$ cat config.mk
export PLATFORM = sky130hd
export DESIGN_NAME = spcf_div
export DESIGN_NICKNAME = d
export VERILOG_FILES = /design/src/sv/spcf_pkg.sv /design/src/sv/spcf_div.sv
export SDC_FILE = /design/constraint.sdc
export NUM_CORES = 2
export LEC_CHECK = 0
export BUFFER_PORTS_ARGS = -buffer_cell sky130_fd_sc_hd__buf_4
export CAP_MARGIN = 15
export CELL_PAD_IN_SITES_DETAIL_PLACEMENT = 1
export CELL_PAD_IN_SITES_GLOBAL_PLACEMENT = 1
export CORE_MARGIN = 10
export CORE_UTILIZATION = 25
export CTS_BUF_LIST = sky130_fd_sc_hd__clkbuf_4
export DETAILED_ROUTE_END_ITERATION = 16
export PLACE_DENSITY_LB_ADDON = 0.12
export SYNTH_ARGS = -nofsm -noshare
export SYNTH_HDL_FRONTEND = slang
export SYNTH_SLANG_ARGS = --single-unit
$ cat constraint.sdc
create_clock -name clk -period 9.5 [get_ports clk]
set_clock_uncertainty 0.05 [all_clocks]
set_input_delay 1.425 -clock clk [delete_from_list [all_inputs] [get_ports clk]]
set_output_delay 1.425 -clock clk [all_outputs]
set_load 0.05 [all_outputs]
$ cat src/sv/spcf_pkg.sv
package spcf_pkg;

	localparam int POS_WIDTH      = 32;
	localparam int UNIT_FRAC_BITS = 14;
	localparam int UNIT_W         = UNIT_FRAC_BITS + 2;

	localparam int DIFF_W      = POS_WIDTH + 1;
	localparam int MAG_W       = POS_WIDTH + 1;
	localparam int SQ_W        = 2 * MAG_W;
	localparam int SUM_W       = 2 * MAG_W + 2;
	localparam int ROOT_W      = SUM_W / 2;
	localparam int SQRT_REM_W  = ROOT_W + 3;
	localparam int DIV_STEPS   = UNIT_FRAC_BITS + 2;
	localparam int DIV_REM_W   = ROOT_W + 1;

	localparam int RADIUS_W    = 31;
	localparam int THRESH_W    = 15;
	localparam int CMP_W       = (UNIT_W > THRESH_W) ? UNIT_W : THRESH_W;
	localparam int CFG_DATA_W  = 32;
	localparam int CFG_IDX_W   = 2;
	localparam int OUT_FIELD_W = 32;
	localparam int PROD_W      = RADIUS_W + UNIT_W;
	localparam int OFF_W       = PROD_W - UNIT_FRAC_BITS;
	localparam int SAT_W       = ((POS_WIDTH > 32) ? POS_WIDTH : 32) + 4;

	localparam int IN_W        = ((6 * POS_WIDTH + 7) / 8) * 8;
	localparam int OUT_RAW_W   = 4 * OUT_FIELD_W + 5 * UNIT_W;
	localparam int OUT_W       = ((OUT_RAW_W + 7) / 8) * 8;

	localparam int LATENCY     = 4 + ROOT_W + DIV_STEPS + 3;

	localparam logic [RADIUS_W-1:0] RADIUS_RESET = RADIUS_W'(65536);
	localparam logic [THRESH_W-1:0] THRESH_RESET = THRESH_W'(1);
	localparam logic [UNIT_W-1:0]   UNIT_ONE     = UNIT_W'(2 ** UNIT_FRAC_BITS);
	localparam logic [PROD_W-1:0]   ROUND_HALF   = PROD_W'(2 ** (UNIT_FRAC_BITS - 1));

	typedef enum logic [CFG_IDX_W-1:0] {
		CFG_RADIUS_FIRST   = 2'd0,
		CFG_RADIUS_SECOND  = 2'd1,
		CFG_AXIS_THRESHOLD = 2'd2
	} cfg_reg_t;

	function automatic logic [OUT_FIELD_W-1:0] sat_out(input logic [SAT_W-1:0] v);
		logic [SAT_W-OUT_FIELD_W:0] top;
		logic [OUT_FIELD_W-1:0]     res;
		top = v[SAT_W-1:OUT_FIELD_W-1];
		if ((&top) || !(|top))
			res = v[OUT_FIELD_W-1:0];
		else if (v[SAT_W-1])
			res = {1'b1, {(OUT_FIELD_W-1){1'b0}}};
		else
			res = {1'b0, {(OUT_FIELD_W-1){1'b1}}};
		return res;
	endfunction

endpackage

$ cat src/sv/spcf_div.sv
module spcf_div (
	input  logic                          clk,
	input  logic                          en,
	input  logic [spcf_pkg::MAG_W-1:0]    num,
	input  logic [spcf_pkg::ROOT_W-1:0]   den,
	output logic [spcf_pkg::UNIT_W-1:0]   quo
);
	import spcf_pkg::*;

	logic [DIV_REM_W-1:0] rem_s [DIV_STEPS];
	logic [ROOT_W-1:0]    den_s [DIV_STEPS];
	logic [UNIT_W-1:0]    q_s   [DIV_STEPS];

	for (genvar g = 0; g < DIV_STEPS; g++) begin : g_step
		logic [DIV_REM_W-1:0] cur;
		logic [ROOT_W-1:0]    den_in;
		logic [UNIT_W-1:0]    q_in;
		logic                 ge;

		if (g == 0) begin : g_first
			assign cur    = DIV_REM_W'(num);
			assign den_in = den;
			assign q_in   = '0;
		end else begin : g_next
			assign cur    = {rem_s[g-1][DIV_REM_W-2:0], 1'b0};
			assign den_in = den_s[g-1];
			assign q_in   = q_s[g-1];
		end

		assign ge = cur >= DIV_REM_W'(den_in);

		always_ff @(posedge clk) begin
			if (en) begin
				rem_s[g] <= ge ? cur - DIV_REM_W'(den_in) : cur;
				den_s[g] <= den_in;
				q_s[g]   <= {q_in[UNIT_W-2:0], ge};
			end
		end
	end

	// one extra quotient bit, rounded half away from zero
	assign quo = (q_s[DIV_STEPS-1] + UNIT_W'(1)) >> 1;

endmodule

==> flow_summary.json <==
{
  "status": "completed",
  "synth.mux.area_fraction": 0.03091,
  "pwr-share-seq": 0.332,
  "synth_edf_count": 1156,
  "cts_setup_buffers": 0,
  "die_height_um": 544.9,
  "vias_per_cell": 4.632,
  "slew_headroom": 0.2295,
  "worstHoldStart": "den[19]",
  "rsz0062_at_grt": "no",
  "ys.flop_type": "edfxtp_1",
  "place_area_um2": 73750,
  "tns_ns": 0,
  "design.core.area_um2": 273900,
  "grt_max_degree": 176,
  "globalRouteTotalUtil": 0.1335,
  "final_max_slew_viol_count": 0,
  "cts_tree": "done",
  "cts_resized": 0,
  "io_buffers": 83,
  "root_buffer": "clkbuf_4",
  "htreeDepth": 5,
  "dp_hpwl_mm": 158.6,
  "wire_per_inst_um": 19.11,
  "r2r_slack_ns": 4.48,
  "whs_path_depth": 1,
  "grt_pass1_vias": 53870,
  "worstSetupPathType": "flop to flop",
  "fin_total_pwr_w": 0.02556,
  "setup_slack_ns": 4.485,
  "drt_iter0_drc": 1491,
  "p_comb_frac": 0.479,
  "powerDensity_nw_per_um2": 327.3,
  "wl_mm": 201.9,
  "intPower_w": 0.01514,
  "synth_fa_ha_area_frac": 0.1030,
  "area_growth_pct": 13.35,
  "ant_nets": 0,
  "antenna_found_initial": 4,
  "finalHoldViolations": 0,
  "synthSimpleGateAreaFrac": 0.09805,
  "design_area_um2": 78080,
  "avgSynthCellArea_um2": 10.74,
  "max_cap_viol_count": 0,
  "yosysSeqAreaShare": 0.5039,
  "netlist_area_um2": 68880,
  "critPathLaunchType": "flop",
  "critPathCaptureType": "flop",
  "critPathMaxFanout": 36,
  "whs_endpoint": "den_s[0][19]$_DFFE_PP_",
  "clkTransAtPathRegs_ns": 0.06,
  "synth_compound_area_frac": 0.1591,
  "grt_pass1_wl_mm": 311.7,
  "cts_num_sinks": 1156,
  "irDropWorstVdd_mv": 0.1056,
  "synthCells": 6414,
  "finalCritPeriodShare": 0.5279,
  "syn-num-nets": 7041,
  "pre_cts_ws_ns": 3.699,
  "synthArstFlopShare": 0,
  "netSwitchingFraction": 0.4075,
  "p_clk_frac": 0.189,
  "fmax_mhz": 199.4,
  "finalSetupViolCount": 0,
  "min_path_type": "input pin to flop",
  "cts_buffers": 358,
  "start_util": 0.2515,
  "arrival_ns": 5.96,
  "synth-xor-area-share": 0.05671,
  "synth_top_family_by_area": "compound AO/OA/AOI/OAI gates",
  "cp.required_ns": 10.44,
  "clock_path_buffers": 4,
  "drc": 0,
  "holdBufCountCts": 0,
  "p_switching_w": 0.01041,
  "tightest_slew_ns": 1.144,
  "die-area_um2": 296900,
  "io-pin-count": 85,
  "ys_types": 94,
  "rows": 192,
  "nets": 7346,
  "rr_startpoint": "rem_s[0][105]$_SDFFCE_PN0P_",
  "dr.pass1.iters": 5,
  "place_congestion": 0.8958,
  "rr_endpoint": "rem_s[0][141]$_DFFE_PP_",
  "die_x_um": 544.9,
  "worstRegToRegCells": 12,
  "min_period_ns": 5.015,
  "grt-ovfl-total": 0,
  "clk_latency_ns": 1.31,
  "synth_seq_cells": 1156,
  "leakage_nw": 31.76,
  "yosysWarnings": 0,
  "drive_above_1_share": 0.1293,
  "vias": 48930
}
## cell families (layout without fill, tap and decap cells)
group | count (synthesis) | count (layout)
and+or+nand+nor | 1444 | 1444
buffers and inverters | 864 | 1418
other | 1 | 8
muxes | 190 | 190
adders and majority gates | 558 | 558
DFF | 1156 | 1156
AOI/OAI and AO/OA | 1755 | 1755
xor gates and xnor gates | 446 | 446
## worst max path at each step
stage / slack [ns] / end / cells after the start / startpoint
finish: 4.48 / rem_s[0][141]$_DFFE_PP_ / 12 / rem_s[0][105]$_SDFFCE_PN0P_
global route: 4.11 / rem_s[0][141]$_DFFE_PP_ / 12 / rem_s[0][105]$_SDFFCE_PN0P_
CTS: 4.38 / quo[14] / 6 / q_s[1][112]$_DFFE_PP_
detailed placement: 3.70 / rem_s[0][1]$_DFFE_PP_ / 14 / den[1]
global placement: 3.67 / rem_s[0][1]$_DFFE_PP_ / 14 / den[1]
floorplan: 5.21 / rem_s[0][23]$_DFFE_PP_ / 13 / den[1]
## flip-flops by register name, summed over array words and instances, names as in the netlist
| name | flops |
|---|---|
| q_s | 136 |
| rem_s | 510 |
| den_s | 510 |
## layout by cell type, fill, tap and decap left out, types with 260 or more instances in the layout
cell         n
nor2_1     325
xnor2_1    260
ha_1       543
inv_1      680
clkbuf_4   489
a21o_1     260
o21ai_0    473
edfxtp_1  1156
a21oi_1    502
nand2_1    531
## layout make-up
cell class                      count  area, um^2
Fill cell                       30910      195800
Sequential cell                  1156       34710
Multi-Input combinational cell   4394       30970
Tap cell                         3589        4491
Clock buffer                      489        3671
Inverter                          680        2552
Timing Repair Buffer              129        1018
Clock inverter                    120       644.4
Antenna cell                        7       17.52
## Yosys cell counts (all sizes together), types with 16 or more instances
cell,number,area share
clkbuf,136,0.0074
and3,42,0.0038
ha,543,0.099
nor2b,45,0.0041
xor2,186,0.024
xnor2,260,0.033
or2,16,0.0015
mux2,182,0.030
a31oi,63,0.0058
a211oi,52,0.0057
o21a,59,0.0064
o21ai,490,0.036
edfxtp,1156,0.50
o21bai,72,0.0078
a21oi,504,0.037
or3,26,0.0024
nand4,96,0.0087
nor3,83,0.0060
nand3,109,0.0079
o211ai,32,0.0035
nand2,532,0.029
nand2b,67,0.0061
o31ai,38,0.0041
inv,680,0.037
nor4,20,0.0018
nor2,325,0.018
a21o,260,0.028
and2,29,0.0026
buf,48,0.0038
## layer usage
layer  vias to the layer above  share of wire  track usage
met2                       746           0.55       0.2670
li1                      24210              -            -
met1                     23450           0.36       0.1284
met3                       532          0.029      0.02064
met4                         0          0.059      0.07412
met5                         -              0            0
## critical path, cell delays in order (launching register included)
cell,delay [ns]
edfxtp_1,0.43
ha_1,0.33
nor2b_1,0.15
o31ai_1,0.57
a21oi_1,0.33
o211ai_1,0.65
a31oi_1,0.30
a221oi_2,0.34
o21ai_1,0.19
a2111oi_4,0.31
buf_4,0.34
buf_4,0.38
mux2_2,0.38
## power by group through the flow
stage / Combinational (W) / Clock [W] / Sequential, W
2_1_floorplan: 0.00901 / 0 / 0.00813
3_3_place_gp: 0.0123 / 0 / 0.00861
3_5_place_dp: 0.0124 / 0 / 0.00861
4_1_cts: 0.0125 / 0.00514 / 0.00852
5_1_grt: 0.0138 / 0.00539 / 0.00863
6_report: 0.0123 / 0.00483 / 0.00847
## per-stage QoR
stage	instances	hold WS, ns	util
after floorplan	6414	0.3503	-
after global placement	9948	0.3513	0.2693
after detailed placement	9948	0.3552	0.2693
after CTS	10560	0.02374	0.2850
after global routing	10560	0.09602	0.2851
final	10560	0.2540	0.2851
(Power assumes the default switching activity.)
